### src/rtl/sdno_pkg.sv
// Shared types, constants and the 3x5 digit font for the decimal number overlay.
// Used by sdno_bcd and the top level; no dependencies.
`default_nettype none

package sdno_pkg;

  localparam int CoordBits        = 12;
  localparam int ScaleW           = 4;
  localparam int ValueW           = 32;
  localparam int ColorW           = 16;
  localparam int CfgIdxW          = 3;
  localparam int CfgDataW         = 32;
  localparam int BcdDigits        = 10;
  localparam int DigitW           = 4;
  localparam int DigitCntW        = 4;
  localparam int GlyphRows        = 5;
  localparam int GlyphCols        = 3;
  localparam int DivSteps         = 4;
  localparam int MaxDigitsDefault = 10;

  localparam logic [ScaleW-1:0] ScaleReset = ScaleW'(1);
  localparam logic [ColorW-1:0] InkReset   = '1;

  typedef enum logic [CfgIdxW-1:0] {
    REG_ORIGIN_X    = 3'd0,
    REG_ORIGIN_Y    = 3'd1,
    REG_SHOWN_VALUE = 3'd2,
    REG_SCALE       = 3'd3,
    REG_INK_COLOR   = 3'd4
  } cfg_reg_e;

  typedef struct packed {
    logic [CoordBits-1:0] pixel_x;
    logic [CoordBits-1:0] pixel_y;
  } pix_in_t;

  typedef struct packed {
    logic              lit;
    logic [ColorW-1:0] pixel_color;
  } pix_out_t;

  typedef struct packed {
    logic                 busy;
    logic [DigitCntW-1:0] count;
  } digit_stat_t;

  typedef logic [BcdDigits-1:0][DigitW-1:0] digits_t;

  // bit 2 is the leftmost font column
  localparam logic [GlyphCols-1:0] GLYPH_ROWS [BcdDigits][GlyphRows] = '{
    '{3'd7, 3'd5, 3'd5, 3'd5, 3'd7},
    '{3'd2, 3'd6, 3'd2, 3'd2, 3'd7},
    '{3'd7, 3'd1, 3'd7, 3'd4, 3'd7},
    '{3'd7, 3'd1, 3'd3, 3'd1, 3'd7},
    '{3'd5, 3'd5, 3'd7, 3'd1, 3'd1},
    '{3'd7, 3'd4, 3'd7, 3'd1, 3'd7},
    '{3'd7, 3'd4, 3'd7, 3'd5, 3'd7},
    '{3'd7, 3'd1, 3'd2, 3'd4, 3'd4},
    '{3'd7, 3'd5, 3'd7, 3'd5, 3'd7},
    '{3'd7, 3'd5, 3'd7, 3'd1, 3'd7}
  };

  function automatic logic glyph_bit(logic [DigitW-1:0] digit, logic [2:0] row,
                                     logic [1:0] col);
    logic [GlyphCols-1:0] pat;
    logic                 res;
    pat = '0;
    res = 1'b0;
    if (digit < DigitW'(BcdDigits) && row < 3'(GlyphRows) && col < 2'(GlyphCols)) begin
      pat = GLYPH_ROWS[digit][row];
      res = pat[2'd2 - col];
    end
    return res;
  endfunction

endpackage

`default_nettype wire

### src/rtl/sdno_bcd.sv
// Binary to decimal converter for the displayed value, eight value bits per cycle,
// with digit count. Depends on sdno_pkg.
`default_nettype none

module sdno_bcd #(
  parameter int MAX_DIGITS = sdno_pkg::MaxDigitsDefault
) (
  input  wire logic                       clk_i,
  input  wire logic                       rst_ni,
  input  wire logic                       start_i,
  input  wire logic [sdno_pkg::ValueW-1:0] value_i,
  output sdno_pkg::digits_t               digits_o,
  output sdno_pkg::digit_stat_t           stat_o
);
  import sdno_pkg::*;

  localparam int StepBits = 8;
  localparam int NSteps   = ValueW / StepBits;
  localparam int CntW     = $clog2(NSteps);
  localparam int BcdW     = BcdDigits * DigitW;

  typedef enum logic [1:0] {
    ST_IDLE,
    ST_SHIFT,
    ST_COUNT
  } state_e;

  state_e               state_q;
  logic [ValueW-1:0]    bin_q;
  logic [CntW-1:0]      cnt_q;
  digits_t              bcd_q;
  logic [DigitCntW-1:0] count_q;

  digits_t              dab;
  logic [DigitCntW-1:0] count_d;

  function automatic digits_t dabble(digits_t b, logic [StepBits-1:0] bits);
    digits_t       r;
    logic [BcdW:0] sh;
    r  = b;
    sh = '0;
    for (int k = StepBits - 1; k >= 0; k--) begin
      for (int i = 0; i < BcdDigits; i++) begin
        if (r[i] >= DigitW'(5)) begin
          r[i] = r[i] + DigitW'(3);
        end
      end
      sh = {r, bits[k]};
      r  = sh[BcdW-1:0];
    end
    return r;
  endfunction

  assign dab = dabble(bcd_q, bin_q[ValueW-1 -: StepBits]);

  always_comb begin
    count_d = DigitCntW'(1);
    for (int i = 0; i < BcdDigits; i++) begin
      if (bcd_q[i] != '0) begin
        count_d = DigitCntW'(i + 1);
      end
    end
    if (int'(count_d) > MAX_DIGITS) begin
      count_d = DigitCntW'(MAX_DIGITS);
    end
  end

  always_ff @(posedge clk_i or negedge rst_ni) begin
    if (!rst_ni) begin
      state_q <= ST_IDLE;
      bin_q   <= '0;
      cnt_q   <= '0;
      bcd_q   <= '0;
      count_q <= DigitCntW'(1);
    end else if (start_i) begin
      state_q <= ST_SHIFT;
      bin_q   <= value_i;
      cnt_q   <= '0;
      bcd_q   <= '0;
    end else begin
      unique case (state_q)
        ST_IDLE: begin
        end
        ST_SHIFT: begin
          bcd_q <= dab;
          bin_q <= {bin_q[ValueW-StepBits-1:0], {StepBits{1'b0}}};
          cnt_q <= cnt_q + CntW'(1);
          if (cnt_q == CntW'(NSteps - 1)) begin
            state_q <= ST_COUNT;
          end
        end
        ST_COUNT: begin
          count_q <= count_d;
          state_q <= ST_IDLE;
        end
        default: state_q <= ST_IDLE;
      endcase
    end
  end

  assign digits_o     = bcd_q;
  assign stat_o.busy  = (state_q != ST_IDLE);
  assign stat_o.count = count_q;

endmodule

`default_nettype wire

### src/rtl/sdno_div.sv
// Pipelined restoring divider: several lanes share one small divisor, a tag rides along.
// Depends on sdno_pkg only through the caller; standalone logic.
`default_nettype none

module sdno_div #(
  parameter int W     = 12,
  parameter int NL    = 2,
  parameter int SW    = 4,
  parameter int TAG_W = 1,
  parameter int STEPS = 4
) (
  input  wire logic                   clk_i,
  input  wire logic                   rst_ni,
  input  wire logic                   en_i,
  input  wire logic                   valid_i,
  input  wire logic [NL-1:0][W-1:0]   dividend_i,
  input  wire logic [SW-1:0]          divisor_i,
  input  wire logic [TAG_W-1:0]       tag_i,
  output logic                        valid_o,
  output logic [NL-1:0][W-1:0]        quot_o,
  output logic [TAG_W-1:0]            tag_o
);

  localparam int NSTAGE = (W + STEPS - 1) / STEPS;
  localparam int RW     = SW + 1;

  typedef struct packed {
    logic [W-1:0]  dv;
    logic [RW-1:0] rem;
    logic [W-1:0]  quo;
  } lane_t;

  logic [NSTAGE-1:0]     vld_q;
  lane_t [NL-1:0]        lane_q [NSTAGE];
  logic [TAG_W-1:0]      tag_q  [NSTAGE];

  function automatic lane_t div_steps(lane_t a, logic [SW-1:0] d, int base);
    lane_t       r;
    logic [RW-1:0] t;
    r = a;
    for (int k = 0; k < STEPS; k++) begin
      if (base + k < W) begin
        t    = {r.rem[RW-2:0], r.dv[W-1]};
        r.dv = {r.dv[W-2:0], 1'b0};
        if (t >= {1'b0, d}) begin
          r.rem = t - {1'b0, d};
          r.quo = {r.quo[W-2:0], 1'b1};
        end else begin
          r.rem = t;
          r.quo = {r.quo[W-2:0], 1'b0};
        end
      end
    end
    return r;
  endfunction

  always_ff @(posedge clk_i or negedge rst_ni) begin
    if (!rst_ni) begin
      vld_q <= '0;
    end else if (en_i) begin
      vld_q <= {vld_q[NSTAGE-2:0], valid_i};
    end
  end

  always_ff @(posedge clk_i) begin
    if (en_i) begin
      for (int l = 0; l < NL; l++) begin
        lane_q[0][l] <= div_steps('{dv: dividend_i[l], rem: '0, quo: '0}, divisor_i, 0);
      end
      tag_q[0] <= tag_i;
      for (int s = 1; s < NSTAGE; s++) begin
        for (int l = 0; l < NL; l++) begin
          lane_q[s][l] <= div_steps(lane_q[s-1][l], divisor_i, s * STEPS);
        end
        tag_q[s] <= tag_q[s-1];
      end
    end
  end

  always_comb begin
    for (int l = 0; l < NL; l++) begin
      quot_o[l] = lane_q[NSTAGE-1][l].quo;
    end
  end

  assign valid_o = vld_q[NSTAGE-1];
  assign tag_o   = tag_q[NSTAGE-1];

endmodule

`default_nettype wire

### src/rtl/scaled_decimal_number_overlay.sv
// Top level of the scaled 3x5 decimal number overlay.
// Depends on sdno_pkg, sdno_bcd and sdno_div.
//
// Each transaction on the input channel is one screen coordinate; the block
// answers with one transaction telling whether that pixel lies on a stroke of
// the configured number and its color. One coordinate is taken every clock unless
// the output stalls or a conversion is busy; the result passes the offset stage,
// the pipelined divide-by-scale (four quotient bits per stage), the digit select
// and output stages. A write to shown_value starts a binary to decimal
// conversion, eight value bits per cycle, that holds the input stalled while
// it runs (four conversion steps, plus one to count digits).
`default_nettype none

module scaled_decimal_number_overlay #(
  parameter int MAX_DIGITS = sdno_pkg::MaxDigitsDefault
) (
  input  wire logic                         clk_i,
  input  wire logic                         rst_ni,
  input  wire logic                         in_valid_i,
  output logic                              in_stall_o,
  input  wire sdno_pkg::pix_in_t            in_data_i,
  output logic                              out_valid_o,
  input  wire logic                         out_stall_i,
  output sdno_pkg::pix_out_t                out_data_o,
  input  wire logic                         cfg_we_i,
  input  wire logic [sdno_pkg::CfgIdxW-1:0] cfg_idx_i,
  input  wire logic [sdno_pkg::CfgDataW-1:0] cfg_data_i
);
  import sdno_pkg::*;

  localparam int IdxW = CoordBits - 2;

  logic [CoordBits-1:0] origin_x_q;
  logic [CoordBits-1:0] origin_y_q;
  logic                 value_neg_q;
  logic [ScaleW-1:0]    scale_q;
  logic [ColorW-1:0]    ink_q;

  digits_t     digits;
  digit_stat_t dstat;
  logic        bcd_start;

  logic adv;
  logic in_acc;

  logic                 s1_valid_q;
  logic [CoordBits-1:0] s1_relx_q;
  logic [CoordBits-1:0] s1_rely_q;
  logic                 s1_inside_q;

  logic                           dv_valid;
  logic [1:0][CoordBits-1:0]      dv_quot;
  logic                           dv_inside;

  logic [IdxW-1:0]      idx;
  logic [1:0]           col;
  logic                 sel_ok_d;

  logic                 sel_valid_q;
  logic                 sel_ok_q;
  logic [DigitCntW-1:0] sel_pos_q;
  logic [2:0]           sel_row_q;
  logic [1:0]           sel_col_q;

  logic     out_valid_q;
  pix_out_t out_q;
  logic     lit_d;

  always_ff @(posedge clk_i or negedge rst_ni) begin
    if (!rst_ni) begin
      origin_x_q  <= '0;
      origin_y_q  <= '0;
      value_neg_q <= 1'b0;
      scale_q     <= ScaleReset;
      ink_q       <= InkReset;
    end else if (cfg_we_i) begin
      unique case (cfg_reg_e'(cfg_idx_i))
        REG_ORIGIN_X:    origin_x_q  <= cfg_data_i[CoordBits-1:0];
        REG_ORIGIN_Y:    origin_y_q  <= cfg_data_i[CoordBits-1:0];
        REG_SHOWN_VALUE: value_neg_q <= cfg_data_i[ValueW-1];
        REG_SCALE:       scale_q     <= cfg_data_i[ScaleW-1:0];
        REG_INK_COLOR:   ink_q       <= cfg_data_i[ColorW-1:0];
        default: begin
        end
      endcase
    end
  end

  assign bcd_start = cfg_we_i && (cfg_idx_i == REG_SHOWN_VALUE);

  sdno_bcd #(
    .MAX_DIGITS(MAX_DIGITS)
  ) u_bcd (
    .clk_i    (clk_i),
    .rst_ni   (rst_ni),
    .start_i  (bcd_start),
    .value_i  (cfg_data_i[ValueW-1:0]),
    .digits_o (digits),
    .stat_o   (dstat)
  );

  assign adv        = !(out_valid_q && out_stall_i);
  assign in_stall_o = !adv || dstat.busy;
  assign in_acc     = in_valid_i && !in_stall_o;

  always_ff @(posedge clk_i or negedge rst_ni) begin
    if (!rst_ni) begin
      s1_valid_q  <= 1'b0;
      sel_valid_q <= 1'b0;
      out_valid_q <= 1'b0;
    end else if (adv) begin
      s1_valid_q  <= in_acc;
      sel_valid_q <= dv_valid;
      out_valid_q <= sel_valid_q;
    end
  end

  always_ff @(posedge clk_i) begin
    if (adv) begin
      s1_relx_q   <= in_data_i.pixel_x - origin_x_q;
      s1_rely_q   <= in_data_i.pixel_y - origin_y_q;
      s1_inside_q <= (in_data_i.pixel_x >= origin_x_q) && (in_data_i.pixel_y >= origin_y_q);
    end
  end

  sdno_div #(
    .W     (CoordBits),
    .NL    (2),
    .SW    (ScaleW),
    .TAG_W (1),
    .STEPS (DivSteps)
  ) u_div (
    .clk_i      (clk_i),
    .rst_ni     (rst_ni),
    .en_i       (adv),
    .valid_i    (s1_valid_q),
    .dividend_i ({s1_relx_q, s1_rely_q}),
    .divisor_i  (scale_q),
    .tag_i      (s1_inside_q),
    .valid_o    (dv_valid),
    .quot_o     (dv_quot),
    .tag_o      (dv_inside)
  );

  // lane 1 carries x, lane 0 carries y
  assign idx = dv_quot[1][CoordBits-1:2];
  assign col = dv_quot[1][1:0];

  assign sel_ok_d = dv_inside && !value_neg_q && (scale_q != '0)
                 && (idx < IdxW'(dstat.count)) && (col < 2'(GlyphCols))
                 && (dv_quot[0] < CoordBits'(GlyphRows));

  always_ff @(posedge clk_i) begin
    if (adv) begin
      sel_ok_q  <= sel_ok_d;
      sel_pos_q <= dstat.count - DigitCntW'(1) - idx[DigitCntW-1:0];
      sel_row_q <= dv_quot[0][2:0];
      sel_col_q <= col;
    end
  end

  assign lit_d = sel_ok_q && glyph_bit(digits[sel_pos_q], sel_row_q, sel_col_q);

  always_ff @(posedge clk_i) begin
    if (adv) begin
      out_q.lit         <= lit_d;
      out_q.pixel_color <= lit_d ? ink_q : '0;
    end
  end

  assign out_valid_o = out_valid_q;
  assign out_data_o  = out_q;

  a_busy_stalls: assert property (@(posedge clk_i) disable iff (!rst_ni)
    dstat.busy |-> in_stall_o)
    else $error("input taken during digit conversion");

  a_dark_no_color: assert property (@(posedge clk_i) disable iff (!rst_ni)
    (out_valid_o && !out_data_o.lit) |-> (out_data_o.pixel_color == '0))
    else $error("unlit pixel carries color");

  a_hold_on_stall: assert property (@(posedge clk_i) disable iff (!rst_ni)
    !adv |=> ($stable(s1_valid_q) && $stable(sel_valid_q) && $stable(dv_valid)))
    else $error("pipeline moved while stalled");

endmodule

`default_nettype wire
### config.mk
export PLATFORM = sky130hd
export DESIGN_NAME = scaled_decimal_number_overlay
export DESIGN_NICKNAME = d
export VERILOG_FILES = /design/src/rtl/sdno_pkg.sv /design/src/rtl/sdno_bcd.sv /design/src/rtl/sdno_div.sv /design/src/rtl/scaled_decimal_number_overlay.sv
export SDC_FILE = /design/constraint.sdc
export NUM_CORES = 1
export LEC_CHECK = 0
export ABC_AREA = 1
export BUFFER_PORTS_ARGS = -buffer_cell sky130_fd_sc_hd__buf_2
export CAP_MARGIN = 15
export CORE_MARGIN = 5
export CORE_UTILIZATION = 58
export CTS_BUF_LIST = sky130_fd_sc_hd__clkbuf_16
export CTS_CLUSTER_DIAMETER = 80
export CTS_CLUSTER_SIZE = 30
export DETAILED_ROUTE_END_ITERATION = 10
export PLACE_DENSITY = 0.84
export REMOVE_ABC_BUFFERS = 1
export SETUP_SLACK_MARGIN = 0.5
export SYNTH_ARGS = -nofsm -noshare
export SYNTH_HDL_FRONTEND = slang
export SYNTH_SLANG_ARGS = --single-unit
### constraint.sdc
create_clock -name clk_i -period 7 [get_ports clk_i]
set_input_delay 0.7 -clock clk_i [delete_from_list [all_inputs] [get_ports clk_i]]
set_output_delay 0.7 -clock clk_i [all_outputs]
set_load 0.02 [all_outputs]
==> results of run 1 <==
-- registers in the layout (all words and copies together) (netlist names), 16 cells and up --
name            count
ink_q              16
u_div.lane_q       88
u_bcd.digits_o     40
u_bcd.bin_q        32
out_data_o         17
-- metrics by stage --
stage / setup WS (ns) / hold slack, ns / area [um^2]
CTS: 0.520 / 0.240 / 25600
global route: 0.147 / 0.263 / 26400
finish: 0.548 / 0.220 / 26400
global placement: 0.467 / 0.401 / 25100
floorplan: -0.124 / 0.400 / 23900
detailed placement: 0.195 / 0.405 / 25100
-- cells in the final DEF, fill, tap and decap left out, types with 8 or more instances in the layout --
cell | synthesis | layout
o221ai_1 | 11 | 11
mux2_2 | 9 | 9
nand3_1 | 242 | 220
edfxtp_1 | 143 | 143
nand4_1 | 95 | 95
o21ai_0 | 151 | 139
and2_1 | 44 | 25
nand2_4 | 24 | 25
nand2_1 | 775 | 753
clkbuf_16 | 0 | 13
a21oi_1 | 100 | 98
dfrtp_1 | 113 | 109
inv_2 | 34 | 52
dfstp_2 | 18 | 18
nor2_1 | 146 | 141
or2_2 | 11 | 11
buf_2 | 3 | 81
nand3_2 | 69 | 85
buf_4 | 1 | 58
and2_4 | 18 | 37
o22ai_1 | 24 | 24
nand3_4 | 6 | 12
ha_2 | 0 | 8
nor4_1 | 11 | 9
fa_1 | 23 | 23
o211ai_1 | 14 | 14
inv_1 | 495 | 479
xnor2_1 | 29 | 29
ha_1 | 213 | 200
nor3_1 | 23 | 20
a21o_1 | 25 | 25
o21ai_2 | 28 | 38
nand2_2 | 97 | 118
xor2_1 | 28 | 28
nand3b_1 | 12 | 12
o21ai_1 | 20 | 22
-- worst max path at each step --
stage / endpoint / start / cells after the start
global route: u_div.lane_q[1][43] / scale_q[1] / 37
global placement: u_div.lane_q[1][14] / scale_q[2] / 33
floorplan: u_div.lane_q[1][43] / scale_q[1] / 35
detailed placement: u_div.lane_q[1][14] / scale_q[2] / 33
CTS: u_div.lane_q[1][43] / scale_q[2] / 35
finish: u_div.lane_q[1][43] / scale_q[1] / 35
-- logic make-up (layout without fill, tap and decap cells) --
logic type,count (synthesis),count (layout)
simple gates,1581,1581
buf+inv,562,692
compound gates,434,434
flops,274,274
fa+ha+maj,236,236
xor+xnor,67,67
mux,10,10
-- timing repair --
action,CTS,global route
buffers inserted,1,44
setup endpoints to repair,10,51
resized for setup,13,148
pin swaps,1,34
hold buffers,0,0
-- routing by layer --
metal | share of wire | routed length, um | track usage
met3 | 0.051 | 2670 | 0.0304
met5 | 0 | 0 | 0
met4 | 0.020 | 1060 | 0.0439
met1 | 0.44 | 23300 | 0.289
met2 | 0.49 | 25700 | 0.399
-- layout make-up --
class	instances	area share
repair buffers	141	0.0325
inverters	530	0.0759
clock buffers	13	0.0123
multi-input cells	2328	0.564
clock inverters	8	0.00185
flip-flops and latches	274	0.288
well taps	532	0.0253
==> flow_metrics.tcl, run 1 <==
set metrics [dict create \
    routed_wirelength_um 52700 \
    yosys.area.top_type "edfxtp_1" \
    post-route-min-period_ns 6.45 \
    via_per_inst 5.46 \
    drtIter0Drc 1155 \
    vias 20895 \
    fin_cells 3826 \
    synth-compound-area-share 0.110 \
    overflow 0 \
    cp_top_family "simple AND/OR/NAND/NOR gates" \
    rsz0062_at_grt "true" \
    core.rowCount 74 \
    die_area_mm2 0.0457 \
    muxShareOfSynthArea 0.00463 \
    crit_arrival_ns 6.73 \
    fillers 3414 \
    synthTopCellsByCount "nand2_1 (775), inv_1 (495), nand3_1 (242)" \
    cts_max_path_buffers 3 \
    final_util 0.644 \
    start_kind "flip-flop" \
    dominantRegCellSynth "edfxtp_1" \
    maxCapViolCount 0 \
    cp_common_cell "nand2_1" \
    crit_slowest_cell "dfrtp_1" \
    worst-setup-path-type "reg -> reg" \
    insertion_delay_ns 0.50 \
    setup_viol 0 \
    seq_area_mm2 0.00760 \
    rr_worst_depth 35 \
    end_kind "flip-flop" \
    yosys-top-cells-area "edfxtp_1 (18%), nand2_1 (12%), dfrtp_1 (12%)" \
    hold_class "in -> async" \
    fmax_mhz 155 \
    area_growth_pct 9.53 \
    grt_pass1_wl_um 87200 \
    synth_top_family_by_area "simple AND/OR/NAND/NOR gates" \
    syn_inst 3164 \
    synthAdderAreaFrac 0.130 \
    yosysUniqueCellTypes 67 \
    cts.sinks 274 \
    drive_gt1_frac 0.191 \
    max_stage_delay_ns 0.43 \
    dp.cells 3760 \
    die_w_um 214 \
    final_nets 3588 \
    rr_endpoint "u_div.lane_q[1][43]" \
    grt_pass1_vias 19737 \
    synthArstFlopShare 0.478 \
    rr_startpoint "scale_q[1]" \
    drtPass1Iterations 6 \
    syn_area_per_cell_um2 7.61 \
    grt_max_degree 81 \
    hpwl_um 39100 \
    maxSlewHeadroom 0.290 \
    drc 0 \
    yosysSeqAreaShare 0.316 \
    rrSetupSlack_ns 0.55 \
    synth_top_area_share 0.178 \
    synth_most_common_cell "nand2_1" \
    antenna_left 0 \
    syn-cell-area_mm2 0.0241 \
    drv_slew 0 \
    synth_edf_count 143 \
    cp_num_buf_inv 5 \
    core_mm2 0.0409 \
    hold_viol 0 \
    ys_warn_count 0 \
    wl_per_cell_um 13.8 \
    start_util 0.588 \
    worst_slew_pin_slew_ns 1.06 \
    cts_buffers 13 \
    gp_congestion 0.879 \
    cts.htree.levels 1 \
    antenna_found_initial 0 \
    boundaryPins 83 \
    synth-xor-area-share 0.0289 \
    diodes 0 \
    yosys_register_bits 274 \
    fin_crit_sh 0.922 \
    clockRootBuffer "clkbuf_16" \
    multi_input_area_mm2 0.0149 \
    status "complete, no violations" \
    synthSimpleGateAreaFrac 0.323 \
    cts_tree "yes" \
    die_h_um 214 \
    tns_ns 0 \
    clkSlewWorstSetupHoldPaths_ns 0.12 \
    grt.total_usage 0.222 \
    critPathRequiredTime_ns 7.27 \
    path_max_fanout 8 \
    fin_skew_ns 0.0201 \
    portBuffers 82 \
]
Power of run 1 is left out: the tool's default activity adds up to more than one toggle a clock period on the data nets, which glitch-free logic cannot reach.
==> inputs of run 2 (changes only) <==
CORE_UTILIZATION = 25   (was 58)
PLACE_DENSITY = 0.46   (was 0.84)
==> run 2 against run 1 <==
Sequential share of layout area is 1.6 points lower; cell count is 20% higher; worst setup slack better by 0.32 ns; core utilization is 35 points lower; maximum frequency is 5.2% higher; clock skew is 0.014 ns higher; die area is 120% higher; count of clock-buffer cells in the layout is 9 higher; via count is 2.9% lower; sequential cell count stayed put; critical path depth is 1 lower; critical path type unchanged; critical endpoint unchanged; largest cell class unchanged; highest routed layer is now met5.
==> flow_metrics.tcl, run 2 (synthesis results as in run 1) <==
set metrics [dict create \
    drc 0 \
    maxSlewHeadroom 0.257 \
    cts_max_path_buffers 3 \
    cts.sinks 274 \
    crit_slowest_cell "dfstp_2" \
    cts_hold_buffers 0 \
    drv_slew 0 \
    largest_reg_flops 88 \
    overflow 0 \
    die_area_mm2 0.103 \
    rr_worst_depth 34 \
    wl_met3_um 1730 \
    hold_class "in -> async" \
    drive_gt1_frac 0.200 \
    final_cell_mix "nand2_1 (750), inv_1 (475), nand3_1 (219), ha_1 (198), edfxtp_1 (143)" \
    cts_tree "yes" \
    routed_wirelength_um 59600 \
    fin_skew_ns 0.0344 \
    drtPass1Iterations 5 \
    insertion_delay_ns 0.56 \
    clockRootBuffer "clkbuf_16" \
    die_w_um 320 \
    antenna_left 0 \
    largest-register "u_div.lane_q" \
    clkSlewWorstSetupHoldPaths_ns 0.10 \
    end_kind "flip-flop" \
    grt.total_usage 0.112 \
    area_growth_pct 16.0 \
    maxCapViolCount 0 \
    fmax_mhz 163 \
    worst_slew_pin_slew_ns 1.11 \
    critPathRequiredTime_ns 7.28 \
    cts.htree.levels 1 \
    path_max_fanout 8 \
    wl_met1_um 29200 \
    grt_max_degree 83 \
    max_stage_delay_ns 0.61 \
    fin_crit_sh 0.876 \
    die_h_um 320 \
    core.rowCount 113 \
    hold_viol 0 \
    wl_per_cell_um 13.0 \
    portBuffers 82 \
    grt_pass1_wl_um 97600 \
    cts_buffers 20 \
    grt_pass1_vias 19405 \
    tns_ns 0 \
    start_util 0.253 \
    via_per_inst 4.42 \
    crit_arrival_ns 6.42 \
    fillers 10336 \
    antenna_found_initial 4 \
    gp_congestion 0.767 \
    core_mm2 0.0953 \
    highest_layer "met5" \
    boundaryPins 83 \
    post-route-min-period_ns 6.13 \
    worst-setup-path-type "reg -> reg" \
    final_common_cell "nand2_1" \
    status "complete, no violations" \
    drtIter0Drc 794 \
    wl_met2_um 28000 \
    setup_viol 0 \
    final_nets 3613 \
    hpwl_um 46000 \
    vias 20294 \
    rsz0062_at_grt "true" \
    cp_common_cell "nand2_1" \
    start_kind "flip-flop" \
]
## run 2: cell types whose count changed in the layout (fill, tap and decap cells not counted), moves of 5 or more
cell	previous run	this run
buf_4	58	76
o21ai_1	22	27
ha_4	5	10
clkbuf_16	13	22
o21ai_2	38	31
## run 2: worst max-delay path: cells and delay by family, from the launching register on
kind            cells  cell delay, ns
buf+inv             4            0.37
mux                 2            0.64
simple gates       17            1.80
fa+ha+maj           4            1.01
compound gates      7            1.44
flops               1            0.61
## run 2: what timing repair did
item / CTS / global route
buffers inserted: 2 / 51
setup endpoints to repair: 12 / 54
pin swaps: 2 / 37
resized for setup: 13 / 157
## run 2: layout make-up
| cell class | instances | area (um^2) | share of cell area |
|---|---|---|---|
| Antenna cell | 2 | 5.00 | 0.000179 |
| Clock buffer | 22 | 551 | 0.0197 |
| Clock inverter | 14 | 224 | 0.00802 |
| Inverter | 530 | 2000 | 0.0715 |
| Multi-Input combinational cell | 2328 | 14900 | 0.535 |
| Sequential cell | 274 | 7600 | 0.272 |
| Tap cell | 1265 | 1580 | 0.0567 |
| Timing Repair Buffer | 159 | 1010 | 0.0361 |
## run 2: per-layer routing
| layer | global-route usage | vias up |
|---|---|---|
| met5 | 0 | - |
| met4 | 0.0170 | 2 |
| met3 | 0.0127 | 42 |
| met2 | 0.193 | 194 |
| met1 | 0.155 | 9245 |
| li1 | - | 10811 |
## run 2: metrics by stage
step	utilization	hold slack (ns)	cell area [um^2]	instances	worst slack, ns
4_1_cts	0.283	0.204	26900	4541	0.566
5_1_grt	0.293	0.246	27900	4592	0.426
6_report	0.293	0.212	27900	4594	0.868
3_5_place_dp	0.274	0.405	26100	4503	0.227
3_3_place_gp	0.274	0.402	26100	4503	0.380
2_1_floorplan	-	0.400	23900	3132	-0.124
## run 2: worst paths after layout
check	startpoint	end	slack [ns]
worst max-delay path	scale_q[0]	u_div.lane_q[1][43]	0.87
worst min-delay path	rst_ni	origin_x_q[6]	0.21
worst max register to register	scale_q[0]	u_div.lane_q[1][43]	0.87
worst min register to register	u_div.lane_q[1][36]	u_div.lane_q[2][40]	0.42
max in group asynchronous	rst_ni	u_bcd.digits_o[28]	5.50
min in group clk_i	cfg_data_i[23]	u_bcd.bin_q[23]	0.36
Power of run 2 is left out for the same reason.
